[src/design/totp_pkg.sv]
package totp_pkg;

   localparam int KEY_BYTES_DEFAULT = 20;
   localparam int KEY_BITS = 160;
   localparam int SECS_W = 63;
   localparam int CODE_W = 20;
   localparam int CTR_W = 64;

   localparam logic [CODE_W-1:0] CODE_MODULUS = CODE_W'(1000 * 1000);
   localparam logic [CODE_W-1:0] STEP_SECONDS = CODE_W'(30);

   // Reciprocals rounded down: 2^24 / 30 and 2^40 / 1000000.
   localparam logic [20:0] STEP_RECIP = 21'd559240;
   localparam logic [20:0] CODE_RECIP = 21'd1099511;

   localparam logic [159:0] SHA1_IV =
      {32'h67452301, 32'hEFCDAB89, 32'h98BADCFE, 32'h10325476, 32'hC3D2E1F0};
   localparam logic [31:0] SHA1_K0 = 32'h5A827999;
   localparam logic [31:0] SHA1_K1 = 32'h6ED9EBA1;
   localparam logic [31:0] SHA1_K2 = 32'h8F1BBCDC;
   localparam logic [31:0] SHA1_K3 = 32'hCA62C1D6;

   localparam logic [63:0] INNER_LEN_BITS = 64'd576;
   localparam logic [63:0] OUTER_LEN_BITS = 64'd672;
   localparam logic [7:0] IPAD = 8'h36;
   localparam logic [7:0] OPAD = 8'h5C;
   localparam logic [30:0] TRUNC_MASK = 31'h7FFFFFFF;

   typedef enum logic [1:0] {
      REG_KEY_LOW  = 2'd0,
      REG_KEY_MID  = 2'd1,
      REG_KEY_TAIL = 2'd2,
      REG_WINDOW   = 2'd3
   } reg_index_type;

   typedef enum logic [1:0] {
      PH_KEY_INNER = 2'd0,
      PH_CTR       = 2'd1,
      PH_KEY_OUTER = 2'd2,
      PH_DIGEST    = 2'd3
   } phase_type;

   typedef enum logic [3:0] {
      ST_IDLE,
      ST_DIV_GO,
      ST_DIV_WAIT,
      ST_SET_CTR,
      ST_HASH_GO,
      ST_HASH_WAIT,
      ST_TRUNC,
      ST_MOD_GO,
      ST_MOD_WAIT,
      ST_CHECK,
      ST_DONE
   } state_type;

   typedef struct packed {
      logic start;
      logic by_code;
   } div_ctl_type;

endpackage

[src/design/totp_window_verify.sv]
// Verifies a six-digit TOTP code (HMAC-SHA1, 30-second step) against every time step
// within plus or minus the configured window of the step holding the given time. Each
// word on the request side carries the offered code and the Unix time; one response word
// carries a single accepted bit. The block handles one request at a time and drops
// req_tready while it works. A request first forms the step counter on a reciprocal-multiply
// divider, then for each step tried runs 4 SHA-1 compressions on one shared round unit,
// then truncation, remainder and compare. At most twice the window plus one steps are tried,
// and the search stops at the first match. A response word that is not yet taken holds the
// next result back until it leaves. The user must write key and window registers on the
// csr_ port only while no request is in progress; the block itself does not enforce it.
module totp_window_verify #(
   parameter int KEY_BYTES = totp_pkg::KEY_BYTES_DEFAULT
) (
   input  logic clock,
   input  logic reset,
   input  logic req_tvalid,
   output logic req_tready,
   input  logic [87:0] req_tdata,   // offered_code[19:0], unix_seconds[82:20], zero fill
   output logic rsp_tvalid,
   input  logic rsp_tready,
   output logic [7:0] rsp_tdata,    // accepted[0], zero fill
   input  logic csr_valid,
   output logic csr_ready,
   input  logic [1:0] csr_index,
   input  logic [63:0] csr_wdata
);

   totp_pkg::state_type state_ff, state_in;
   totp_pkg::phase_type phase_ff, phase_in;

   logic [63:0] key_low_ff, key_mid_ff;
   logic [31:0] key_tail_ff;
   logic [2:0] window_ff;
   logic [totp_pkg::CODE_W-1:0] code_ff;
   logic [totp_pkg::SECS_W-1:0] secs_ff;
   logic [totp_pkg::CTR_W-1:0] ctr_ff;
   logic [3:0] step_ff;
   logic [159:0] inner_ff;
   logic [30:0] trunc_ff;
   logic rsp_valid_ff;
   logic accepted_ff;
   logic rsp_accepted_ff;

   logic [159:0] key_all;
   logic [159:0] key_masked;
   logic [511:0] key_block;
   logic [511:0] block;
   logic [159:0] h_init;
   logic sha_start, sha_done;
   logic [159:0] digest;
   logic [159:0] digest_shifted;
   logic [7:0] trunc_shift;

   totp_pkg::div_ctl_type div_ctl;
   logic [totp_pkg::SECS_W-1:0] div_dividend;
   logic div_done;
   logic [totp_pkg::SECS_W-1:0] div_quot;
   logic [totp_pkg::CODE_W-1:0] div_rem;

   logic req_take, rsp_free, last_step, match;

   assign req_take = req_tvalid && req_tready;
   assign rsp_free = !rsp_valid_ff || rsp_tready;
   assign last_step = step_ff == {window_ff, 1'b0};
   assign match = div_rem == code_ff;
   assign key_all = {key_low_ff, key_mid_ff, key_tail_ff};

   always_comb begin
      for (int i = 0; i < 20; i++) begin
         key_masked[159 - 8 * i -: 8] = (i < KEY_BYTES) ? key_all[159 - 8 * i -: 8] : 8'h00;
      end
   end

   always_comb begin
      key_block = {key_masked, 352'b0};
      unique case (phase_ff)
         totp_pkg::PH_KEY_INNER: begin
            block = key_block ^ {64{totp_pkg::IPAD}};
            h_init = totp_pkg::SHA1_IV;
         end
         totp_pkg::PH_CTR: begin
            block = {ctr_ff, 8'h80, 376'b0, totp_pkg::INNER_LEN_BITS};
            h_init = digest;
         end
         totp_pkg::PH_KEY_OUTER: begin
            block = key_block ^ {64{totp_pkg::OPAD}};
            h_init = totp_pkg::SHA1_IV;
         end
         default: begin
            block = {inner_ff, 8'h80, 280'b0, totp_pkg::OUTER_LEN_BITS};
            h_init = digest;
         end
      endcase
   end

   assign trunc_shift = 8'd128 - {1'b0, digest[3:0], 3'b000};
   assign digest_shifted = digest >> trunc_shift;

   always_comb begin
      state_in = state_ff;
      unique case (state_ff)
         totp_pkg::ST_IDLE:      if (req_take) state_in = totp_pkg::ST_DIV_GO;
         totp_pkg::ST_DIV_GO:    state_in = totp_pkg::ST_DIV_WAIT;
         totp_pkg::ST_DIV_WAIT:  if (div_done) state_in = totp_pkg::ST_SET_CTR;
         totp_pkg::ST_SET_CTR:   state_in = totp_pkg::ST_HASH_GO;
         totp_pkg::ST_HASH_GO:   state_in = totp_pkg::ST_HASH_WAIT;
         totp_pkg::ST_HASH_WAIT: begin
            if (sha_done) begin
               state_in = (phase_ff == totp_pkg::PH_DIGEST) ? totp_pkg::ST_TRUNC
                                                            : totp_pkg::ST_HASH_GO;
            end
         end
         totp_pkg::ST_TRUNC:     state_in = totp_pkg::ST_MOD_GO;
         totp_pkg::ST_MOD_GO:    state_in = totp_pkg::ST_MOD_WAIT;
         totp_pkg::ST_MOD_WAIT:  if (div_done) state_in = totp_pkg::ST_CHECK;
         totp_pkg::ST_CHECK: begin
            state_in = (match || last_step) ? totp_pkg::ST_DONE : totp_pkg::ST_HASH_GO;
         end
         totp_pkg::ST_DONE:      if (rsp_free) state_in = totp_pkg::ST_IDLE;
         default:                state_in = totp_pkg::ST_IDLE;
      endcase
   end

   always_comb begin
      phase_in = phase_ff;
      req_tready = 1'b0;
      sha_start = 1'b0;
      div_ctl.start = 1'b0;
      div_ctl.by_code = 1'b0;
      div_dividend = secs_ff;
      unique case (state_ff)
         totp_pkg::ST_IDLE:    req_tready = 1'b1;
         totp_pkg::ST_DIV_GO:  div_ctl.start = 1'b1;
         totp_pkg::ST_SET_CTR: phase_in = totp_pkg::PH_KEY_INNER;
         totp_pkg::ST_HASH_GO: sha_start = 1'b1;
         totp_pkg::ST_HASH_WAIT: begin
            if (sha_done) phase_in = totp_pkg::phase_type'(phase_ff + 2'd1);
         end
         totp_pkg::ST_MOD_GO, totp_pkg::ST_MOD_WAIT: begin
            div_ctl.start = state_ff == totp_pkg::ST_MOD_GO;
            div_ctl.by_code = 1'b1;
            div_dividend = {32'b0, trunc_ff};
         end
         default: begin
         end
      endcase
   end

   totp_sha1_round u_round (
      .clock  (clock),
      .reset  (reset),
      .start  (sha_start),
      .h_init (h_init),
      .block  (block),
      .done   (sha_done),
      .digest (digest)
   );

   totp_div u_div (
      .clock    (clock),
      .reset    (reset),
      .ctl      (div_ctl),
      .dividend (div_dividend),
      .done     (div_done),
      .quot     (div_quot),
      .rem      (div_rem)
   );

   always_ff @(posedge clock) begin
      if (req_take) begin
         code_ff <= req_tdata[19:0];
         secs_ff <= req_tdata[82:20];
      end
      if (state_ff == totp_pkg::ST_SET_CTR) begin
         ctr_ff <= {1'b0, div_quot} - totp_pkg::CTR_W'(window_ff);
         step_ff <= '0;
      end else if (state_ff == totp_pkg::ST_CHECK) begin
         ctr_ff <= ctr_ff + 1'b1;
         step_ff <= step_ff + 1'b1;
      end
      if (state_ff == totp_pkg::ST_HASH_WAIT && sha_done && phase_ff == totp_pkg::PH_CTR) begin
         inner_ff <= digest;
      end
      if (state_ff == totp_pkg::ST_TRUNC) begin
         trunc_ff <= digest_shifted[30:0] & totp_pkg::TRUNC_MASK;
      end
      if (state_ff == totp_pkg::ST_CHECK && (match || last_step)) begin
         accepted_ff <= match;
      end
      if (state_ff == totp_pkg::ST_DONE && rsp_free) begin
         rsp_accepted_ff <= accepted_ff;
      end
      if (reset) begin
         state_ff <= totp_pkg::ST_IDLE;
         phase_ff <= totp_pkg::PH_KEY_INNER;
         rsp_valid_ff <= 1'b0;
         key_low_ff <= '0;
         key_mid_ff <= '0;
         key_tail_ff <= '0;
         window_ff <= 3'd3;
      end else begin
         state_ff <= state_in;
         phase_ff <= phase_in;
         if (state_ff == totp_pkg::ST_DONE && rsp_free) begin
            rsp_valid_ff <= 1'b1;
         end else if (rsp_tready) begin
            rsp_valid_ff <= 1'b0;
         end
         if (csr_valid) begin
            unique case (totp_pkg::reg_index_type'(csr_index))
               totp_pkg::REG_KEY_LOW:  key_low_ff <= csr_wdata;
               totp_pkg::REG_KEY_MID:  key_mid_ff <= csr_wdata;
               totp_pkg::REG_KEY_TAIL: key_tail_ff <= csr_wdata[31:0];
               totp_pkg::REG_WINDOW:   window_ff <= csr_wdata[2:0];
               default: begin
               end
            endcase
         end
      end
   end

   assign csr_ready = 1'b1;
   assign rsp_tvalid = rsp_valid_ff;
   assign rsp_tdata = {7'b0, rsp_accepted_ff};

`ifndef NO_ASSERTIONS
   a_busy_after_take: assert property (@(posedge clock) disable iff (reset)
      req_take |=> !req_tready)
      else $error("request taken while a check is in progress");

   a_sha_done_waited: assert property (@(posedge clock) disable iff (reset)
      sha_done |-> state_ff == totp_pkg::ST_HASH_WAIT)
      else $error("hash finished outside its wait state");

   a_step_in_window: assert property (@(posedge clock) disable iff (reset)
      state_ff == totp_pkg::ST_CHECK |-> step_ff <= {window_ff, 1'b0})
      else $error("step beyond the window");
`endif

endmodule

[src/design/totp_div.sv]
module totp_div (
   input  logic clock,
   input  logic reset,
   input  totp_pkg::div_ctl_type ctl,
   input  logic [totp_pkg::SECS_W-1:0] dividend,
   output logic done,
   output logic [totp_pkg::SECS_W-1:0] quot,
   output logic [totp_pkg::CODE_W-1:0] rem
);

   logic [totp_pkg::SECS_W:0] num_ff, num_in;
   logic [totp_pkg::SECS_W-1:0] quot_ff, quot_in;
   logic [totp_pkg::CODE_W-1:0] rem_ff, rem_in;
   logic [30:0] x_ff, x_in;
   logic [15:0] qd_ff, qd_in;
   logic [2:0] left_ff, left_in;
   logic by_code_ff, by_code_in;
   logic back_ff, back_in;
   logic busy_ff, busy_in;
   logic done_ff, done_in;
   logic [20:0] recip;
   logic [totp_pkg::CODE_W-1:0] divisor;
   logic [51:0] prod;
   logic [15:0] q_est;
   logic [35:0] back;
   logic [31:0] diff;
   logic fix;
   logic [totp_pkg::CODE_W-1:0] rem_next;
   logic [15:0] q_fin;

   // Each 16-bit digit is formed by a reciprocal estimate of the quotient digit,
   // then the remainder with one correction step.
   always_comb begin
      recip = by_code_ff ? totp_pkg::CODE_RECIP : totp_pkg::STEP_RECIP;
      divisor = by_code_ff ? totp_pkg::CODE_MODULUS : totp_pkg::STEP_SECONDS;
      prod = {21'b0, x_ff} * {31'b0, recip};
      q_est = by_code_ff ? {4'b0, prod[51:40]} : prod[39:24];
      back = {20'b0, qd_ff} * {16'b0, divisor};
      diff = {1'b0, x_ff} - back[31:0];
      fix = diff >= {12'b0, divisor};
      rem_next = fix ? diff[totp_pkg::CODE_W-1:0] - divisor : diff[totp_pkg::CODE_W-1:0];
      q_fin = qd_ff + {15'b0, fix};
      num_in = num_ff;
      quot_in = quot_ff;
      rem_in = rem_ff;
      x_in = x_ff;
      qd_in = qd_ff;
      left_in = left_ff;
      by_code_in = by_code_ff;
      back_in = back_ff;
      busy_in = busy_ff;
      done_in = 1'b0;
      if (ctl.start) begin
         num_in = {1'b0, dividend} << 16;
         quot_in = '0;
         rem_in = '0;
         x_in = ctl.by_code ? dividend[30:0] : {16'b0, dividend[totp_pkg::SECS_W-1:48]};
         left_in = ctl.by_code ? 3'd1 : 3'd4;
         by_code_in = ctl.by_code;
         back_in = 1'b0;
         busy_in = 1'b1;
      end else if (busy_ff) begin
         if (!back_ff) begin
            qd_in = q_est;
            back_in = 1'b1;
         end else begin
            back_in = 1'b0;
            rem_in = rem_next;
            quot_in = {quot_ff[totp_pkg::SECS_W-17:0], q_fin};
            num_in = num_ff << 16;
            x_in = {10'b0, rem_next[4:0], num_ff[totp_pkg::SECS_W:48]};
            left_in = left_ff - 3'd1;
            if (left_ff == 3'd1) begin
               busy_in = 1'b0;
               done_in = 1'b1;
            end
         end
      end
   end

   always_ff @(posedge clock) begin
      num_ff <= num_in;
      quot_ff <= quot_in;
      rem_ff <= rem_in;
      x_ff <= x_in;
      qd_ff <= qd_in;
      left_ff <= left_in;
      by_code_ff <= by_code_in;
      back_ff <= back_in;
      if (reset) begin
         busy_ff <= 1'b0;
         done_ff <= 1'b0;
      end else begin
         busy_ff <= busy_in;
         done_ff <= done_in;
      end
   end

   assign done = done_ff;
   assign quot = quot_ff;
   assign rem = rem_ff;

endmodule

[src/design/totp_sha1_round.sv]
module totp_sha1_round (
   input  logic clock,
   input  logic reset,
   input  logic start,
   input  logic [159:0] h_init,
   input  logic [511:0] block,
   output logic done,
   output logic [159:0] digest
);

   logic [31:0] w_ff [16];
   logic [31:0] w_in [16];
   logic [31:0] a_ff, b_ff, c_ff, d_ff, e_ff;
   logic [31:0] a_in, b_in, c_in, d_in, e_in;
   logic [159:0] h_ff;
   logic [159:0] digest_ff;
   logic [6:0] cnt_ff, cnt_in;
   logic run_ff, run_in;
   logic fin_ff, fin_in;
   logic done_ff;
   logic [31:0] f, k, sched, tmp;

   always_comb begin
      if (cnt_ff < 7'd20) begin
         f = (b_ff & c_ff) | (~b_ff & d_ff);
         k = totp_pkg::SHA1_K0;
      end else if (cnt_ff < 7'd40) begin
         f = b_ff ^ c_ff ^ d_ff;
         k = totp_pkg::SHA1_K1;
      end else if (cnt_ff < 7'd60) begin
         f = (b_ff & c_ff) | (b_ff & d_ff) | (c_ff & d_ff);
         k = totp_pkg::SHA1_K2;
      end else begin
         f = b_ff ^ c_ff ^ d_ff;
         k = totp_pkg::SHA1_K3;
      end
      tmp = {a_ff[26:0], a_ff[31:27]} + f + e_ff + k + w_ff[0];
      sched = w_ff[13] ^ w_ff[8] ^ w_ff[2] ^ w_ff[0];
   end

   always_comb begin
      w_in = w_ff;
      a_in = a_ff;
      b_in = b_ff;
      c_in = c_ff;
      d_in = d_ff;
      e_in = e_ff;
      cnt_in = cnt_ff;
      run_in = run_ff;
      fin_in = 1'b0;
      if (start) begin
         for (int i = 0; i < 16; i++) begin
            w_in[i] = block[511 - 32 * i -: 32];
         end
         {a_in, b_in, c_in, d_in, e_in} = h_init;
         cnt_in = '0;
         run_in = 1'b1;
      end else if (run_ff) begin
         for (int i = 0; i < 15; i++) begin
            w_in[i] = w_ff[i + 1];
         end
         w_in[15] = {sched[30:0], sched[31]};
         a_in = tmp;
         b_in = a_ff;
         c_in = {b_ff[1:0], b_ff[31:2]};
         d_in = c_ff;
         e_in = d_ff;
         cnt_in = cnt_ff + 1'b1;
         if (cnt_ff == 7'd79) begin
            run_in = 1'b0;
            fin_in = 1'b1;
         end
      end
   end

   always_ff @(posedge clock) begin
      w_ff <= w_in;
      a_ff <= a_in;
      b_ff <= b_in;
      c_ff <= c_in;
      d_ff <= d_in;
      e_ff <= e_in;
      cnt_ff <= cnt_in;
      if (start) begin
         h_ff <= h_init;
      end
      if (fin_ff) begin
         digest_ff <= {h_ff[159:128] + a_ff, h_ff[127:96] + b_ff, h_ff[95:64] + c_ff,
                       h_ff[63:32] + d_ff, h_ff[31:0] + e_ff};
      end
      if (reset) begin
         run_ff <= 1'b0;
         fin_ff <= 1'b0;
         done_ff <= 1'b0;
      end else begin
         run_ff <= run_in;
         fin_ff <= fin_in;
         done_ff <= fin_ff;
      end
   end

   assign done = done_ff;
   assign digest = digest_ff;

endmodule
[config.mk]
export PLATFORM = sky130hd
export DESIGN_NAME = totp_window_verify
export DESIGN_NICKNAME = d
export VERILOG_FILES = /design/src/design/totp_pkg.sv /design/src/design/totp_window_verify.sv /design/src/design/totp_div.sv /design/src/design/totp_sha1_round.sv
export SDC_FILE = /design/constraint.sdc
export NUM_CORES = 2
export LEC_CHECK = 0
export ABC_AREA = 1
export BUFFER_PORTS_ARGS = -buffer_cell sky130_fd_sc_hd__clkbuf_2
export CORE_ASPECT_RATIO = 1.2
export CORE_MARGIN = 1.5
export CORE_UTILIZATION = 45
export CTS_BUF_LIST = sky130_fd_sc_hd__clkbuf_8 sky130_fd_sc_hd__clkbuf_16
export DETAILED_ROUTE_END_ITERATION = 12
export GPL_TIMING_DRIVEN = 0
export SLEW_MARGIN = 0
export SYNTH_ARGS = -nofsm -noshare
export SYNTH_HDL_FRONTEND = slang
export SYNTH_SLANG_ARGS = --single-unit
[constraint.sdc]
create_clock -name clock -period 16.9 [get_ports clock]
set_input_delay 0.845 -clock clock [delete_from_list [all_inputs] [get_ports clock]]
set_output_delay 0.845 -clock clock [all_outputs]
set_load 0.01 [all_outputs]
Word level (Yosys, flattened, before mapping). Cells that the tools add are included. Widths: inputs -> output; s select.

Multiply operators: 2. Reductions and logical operators: 30. Multiplexer cells: 64. $lt $le $gt $ge: 4. Divide/modulo/power cells: 0. Shifts and indexed selects: 1. Bitwise gates (word level): 19. Equal/unequal tests: 25. Add/sub/neg operators: 19.

Operators with widths (number): $pmux 512 s3 (1); $mux 512 (2); $not 256->256 (2); $mux 32 (15); $mux 64 (5); $add 32x32->32 (9); $mux 160 (1); $shr 160x8->31 (1); $xor 32x32->32 (5); $mux 31 (5); $and 32x32->32 (4); $or 32x32->32 (3); $add 64x1->64 const B (1); $sub 63x3->64 (1); $mux 63 (1); $mul 31x21->52 (1); $pmux 4 s11 (1); $mux 20 (2); $ge 32x20->1 (1); $mul 16x20->32 (1); $not 32->32 (1); $sub 31x32->32 (1); $mux 4 (6); $mux 21 (1); 40 further kinds (93).

Memories kept: 0. Bits of input ports: 159. ROM bits: 0. Bits in latches: 0. Memory bits (writable): 0. Flip-flop bits (word level): 1701. Word-level logic and storage cells: 217. Output and inout port bits: 11.

Logic depth before layout (Yosys ltp).
Depth after elaboration: 12. Depth in mapped cells: 51. Mapped depth without buffers: 49.

Cells and area by module. Synthesis repeated with hierarchy kept, for this count alone.

Cell total of the unflattened synthesis: 13400. Area total of the unflattened synthesis: 115027.8 um2.

Modules (own cells, without submodules): totp_sha1_round (times used 1, area each 54757.5 um2, seq. area each 29988.8 um2, cells an instance 5753); totp_window_verify (times used 1, area each 30315.3 um2, seq. area each 13693.1 um2, cells an instance 4096); totp_div (times used 1, area each 29955.0 um2, seq. area each 4694.5 um2, cells an instance 3551).

Worst setup path before layout. Ideal clock, no wire load.

Kind: reg-to-reg. From: register state_ff[3]. To: register u_round.a_ff[0] (enable). Period minus slack after synthesis: 17.137 ns. Slack: -0.237 ns. Data required time: 12.197 ns. Cell stages (with the launch flop): 9. Arrival time: 12.434 ns. Library setup time: 4.703 ns. Buffers on the path: 3. Path through: dfxtp_1 inv_1 nand2_1 nor2_1 inv_1 clkbuf_1 clkbuf_1 clkbuf_1 nand2_1.

Longest elaborated chain between the ends: 3.

Ends and longest elaborated chain: start: declaration (line totp_window_verify.sv:28) `totp_pkg::state_type state_ff, state_in;`; start signal: assignment (line totp_window_verify.sv:194) `state_ff <= totp_pkg::ST_IDLE;`; start signal: assignment (line totp_window_verify.sv:202) `state_ff <= state_in;`; $eq 4x3->1 (line totp_window_verify.sv:131) `unique case (state_ff)`; $mux 1 (line totp_window_verify.sv:131); $reduce_bool 2->1 (no line); end signal: assignment (line totp_sha1_round.sv:78) `a_ff <= a_in;`; end: declaration (line totp_sha1_round.sv:13) `logic [31:0] a_ff, b_ff, c_ff, d_ff, e_ff;`.

No other way between the ends. A chain may end at the register's enable or synchronous reset.

Final worst setup path.
From: register u_div.by_code_ff. To: register u_div.quot_ff, in the netlist u_div.quot[14].

Longest elaborated chain between the ends: 5.

Ends and longest elaborated chain: start: declaration (line totp_div.sv:17) `logic by_code_ff, by_code_in;`; start signal: assignment (line totp_div.sv:88) `by_code_ff <= by_code_in;`; $mux 20 * (line totp_div.sv:35) `divisor = by_code_ff ? totp_pkg::CODE_MODULUS : totp_pkg::STEP_SECONDS;`; $mul 16x20->32 (line totp_div.sv:38) `back = {20'b0, qd_ff} * {16'b0, divisor};`; $sub 31x32->32 (line totp_div.sv:39) `diff = {1'b0, x_ff} - back[31:0];`; $ge 32x20->1 * (line totp_div.sv:40) `fix = diff >= {12'b0, divisor};`; $add 16x1->16 * (line totp_div.sv:42) `q_fin = qd_ff + {15'b0, fix};`; end signal: assignment (line totp_div.sv:83) `quot_ff <= quot_in;`; end: declaration (line totp_div.sv:12) `logic [totp_pkg::SECS_W-1:0] quot_ff, quot_in;`.

Every way passes the cells marked *; elsewhere a longest branch is shown, timed or not.

==> flow_metrics.env <==
export IMPL_port_buffers=156
export IMPL_clk_path_buf_depth=4
export IMPL_ios=170
export IMPL_final_max_slew_viol_count=17
export IMPL_cts_root_buf="clkbuf_16"
export IMPL_worstSkewPairLatency_ps=920
export IMPL_met1_usage=0.493
export IMPL_floorplan_die_area_um2=245000
export IMPL_hpwl_um=425000
export IMPL_yosysTopAreaCellShare=0.395
export IMPL_required_ps=17730
export IMPL_fin_crit_sh=0.736
export IMPL_grtUsageMet2=0.647
export IMPL_cts_hold_buf=0
export IMPL_grt_max_degree=132
export IMPL_initial_core_util=0.453
export IMPL_track_usage=0.418
export IMPL_ctsResizeCount=0
export IMPL_worstPathMaxFanout=11
export IMPL_finalInstanceArea_um2=121000
export IMPL_synth_top_flop_cell="edfxtp_1"
export IMPL_syn_area_per_cell_um2=9.23
export IMPL_cp_slowest_cell="buf_1"
export IMPL_grt_pass1_vias=89500
export IMPL_async_flop_share=0
export IMPL_synthCells=11800
export IMPL_coreArea_um2=240000
export IMPL_ys_seq_area_frac=0.444
export IMPL_drt_wl_total_um=517000
export IMPL_finalCriticalPeriod_ps=12440
export IMPL_r2r_start="u_div.by_code_ff"
export IMPL_final_util=0.503
export IMPL_h_tree_depth=4
export IMPL_syn_cell_area_um2=109000
export IMPL_synth_seq_cells=1701
export IMPL_gr_max_usage_layer="met2"
export IMPL_relSlewSlack=-0.0639
export IMPL_grt_pass1_wl_um=704000
export IMPL_dieHeight_um=542
export IMPL_num_vias=91800
export IMPL_first_iter_violations=11800
export IMPL_outcome="finished, violations left"
export IMPL_wl_per_cell_um=33.2
export IMPL_end_kind="register"
export IMPL_crit_path_max_incr_delay_ps=1000
export IMPL_violations="max-capacitance violations, max-slew violations"
export IMPL_r2r_setup_slack_ps=4460
export IMPL_hold_path_class="input port to register"
export IMPL_hold_depth=1
export IMPL_r2r_end="u_div.quot[14]"
export IMPL_fin_ws_ps=4460
export IMPL_worst_pin_slew_ps=1580
export IMPL_dieWidth_um=452
export IMPL_grt_overflow_total=0
export IMPL_finalHoldViolCount=0
export IMPL_setup_viol=0
export IMPL_ys_types=67
export IMPL_min_from="req_tdata[47]"
export IMPL_synth_edf_count=1431
export IMPL_areaGrowthSynthToFinish_pct=11.0
export IMPL_layout_drive_gt1_share=0.0542
export IMPL_use_met3=0.0673
export IMPL_fin_cells=15600
export IMPL_fill_cells=22900
export IMPL_cap_violations=4
export IMPL_cts_tree="done"
export IMPL_synth_area_top_cells="edfxtp_1 39%, fa_1 11%, nand2_1 8.4%"
export IMPL_clock_sinks=1701
export IMPL_fin_nets=13600
export IMPL_skew_ps=68.4
export IMPL_drc=0
export IMPL_vias_per_cell=5.88
export IMPL_cts_setup_buffers=0
export IMPL_clkTransAtPathRegs_ps=70
export IMPL_reg2reg_depth=49
export IMPL_place_ws_ps=4380
export IMPL_antenna_found_initial=76
export IMPL_path_common_cell="inv_1"
export IMPL_dpl_instance_area_um2=114000
export IMPL_hold_end="secs_ff[27]"
export IMPL_cts_buffers=191
export IMPL_cp_start_kind="register"
export IMPL_ant_nets=0
export IMPL_cp_data_arrival_time_ps=13260
export IMPL_rsz0062_at_grt="no"
export IMPL_synth_top_cell_by_area="edfxtp_1"
export IMPL_dp_cells=15200
export IMPL_synth_warnings=0
export IMPL_path_class="register to register"
export IMPL_drtPass1Iterations=6
export IMPL_std_cell_rows=197
export IMPL_gp_congestion=1.11
export IMPL_fmax_mhz=80.4
==> cells by family (layout without fill, tap and decap cells) <==
group | count (synthesis) | in the layout | share of synthesized area
AO/OA/AOI/OAI | 2016 | 2016 | 0.103
other | 2 | 93 | 0.0000690
flip-flops | 1701 | 1701 | 0.444
multiplexers | 24 | 24 | 0.00221
XOR/XNOR | 411 | 411 | 0.0331
AND/OR/NAND/NOR | 4212 | 4212 | 0.159
buffers and inverters | 2196 | 2723 | 0.0763
adder cells (fa/ha/maj) | 1234 | 1234 | 0.182
==> metal layers <==
metal	up-vias	part of all wire
met1	45200	0.36
met5	-	0.00034
met2	5180	0.45
met4	20	0.12
met3	1511	0.082
li1	39800	-
==> critical path: cells and delay by family, from the launching register on <==
family	cells	cell delay (ps)
xor gates and xnor gates	2	710
buffers and inverters	14	3280
and+or+nand+nor	19	2880
AOI/OAI and AO/OA	4	570
DFF	1	840
adders and majority gates	10	4020
==> registers in the layout, summed over array words and instances (netlist names), 48 cells and up <==
| signal | flops |
|---|---|
| secs_ff | 63 |
| u_div.num_ff | 48 |
| u_div.quot | 63 |
| key_low_ff | 64 |
| inner_ff | 160 |
| u_round.h_ff | 160 |
| ctr_ff | 64 |
| u_round.w_ff | 512 |
| u_round.digest | 160 |
| key_mid_ff | 64 |
==> synth_stat cells, types with 6 or more instances <==
master    count
a22o_1       18
o211ai_1     70
xnor2_1     170
o21ai_0     854
nor2_2       15
ha_1        652
o31ai_1      10
dfxtp_1     270
a32o_1       17
nand3_1     369
a21oi_1     672
fa_1        582
o21bai_1     29
a21boi_0      9
a31oi_1     100
buf_1        26
clkbuf_1    415
o311ai_0     32
nand2_2      19
nor3_1      128
o221ai_1     33
buf_4         9
edfxtp_1   1431
nand3b_1      8
nand4_1      76
mux2i_1      24
o22ai_1      64
o21a_1       27
nand2_1    2432
nor4_1       33
xor2_1      240
inv_1      1721
nand2_4       6
a21o_1       19
a21boi_1     12
nor2_1      998
a221oi_1     13
inv_2        15
or2_2        95
o21ai_1      17
==> final cells by class <==
cell class,instances,area [µm²],area share
antenna,49,123,0.00101
tap,3184,3980,0.0330
sequential,1701,48400,0.400
buffer,456,1790,0.0148
clock inverter,138,1240,0.0103
clock buffer,203,4980,0.0412
timing repair buffer,186,1390,0.0115
multi-input combinational,7941,52400,0.434
inverter,1740,6530,0.0541
==> layout by cell type (no fill, tap or decap), types with 126 or more instances in the layout <==
cell	count
xor2_1	240
fa_1	582
inv_1	1756
dfxtp_1	269
a21oi_1	672
ha_1	652
nor3_1	126
edfxtp_1	1431
xnor2_1	170
nand3_1	369
clkbuf_2	161
o21ai_0	853
clkbuf_1	408
nand2_1	2430
clkbuf_16	194
nor2_1	994
==> worst max-delay path by stage <==
stage	from	endpoint	slack [ps]	cells after the start
after floorplan	state_ff[3]	u_round.a_ff[0]	6620	8
after CTS	u_div.by_code_ff	u_div.quot[14]	4330	49
final	u_div.by_code_ff	u_div.quot[14]	4460	49
after detailed placement	u_div.by_code_ff	u_div.quot[14]	4380	49
after global routing	u_div.by_code_ff	u_div.quot[14]	3910	49
after global placement	state_ff[3]	u_round.w_ff[138]	-130	8
==> per-stage QoR <==
step / hold slack [ps] / setup TNS [ps]
global route: 96.9 / 0
global placement: 431 / -26930
CTS: 93.1 / 0
detailed placement: 436 / 0
finish: 119 / 0
floorplan: 400 / 0
Power is not shown: default switching activity piles up to over one toggle a cycle in this logic, so the estimate is an artifact.
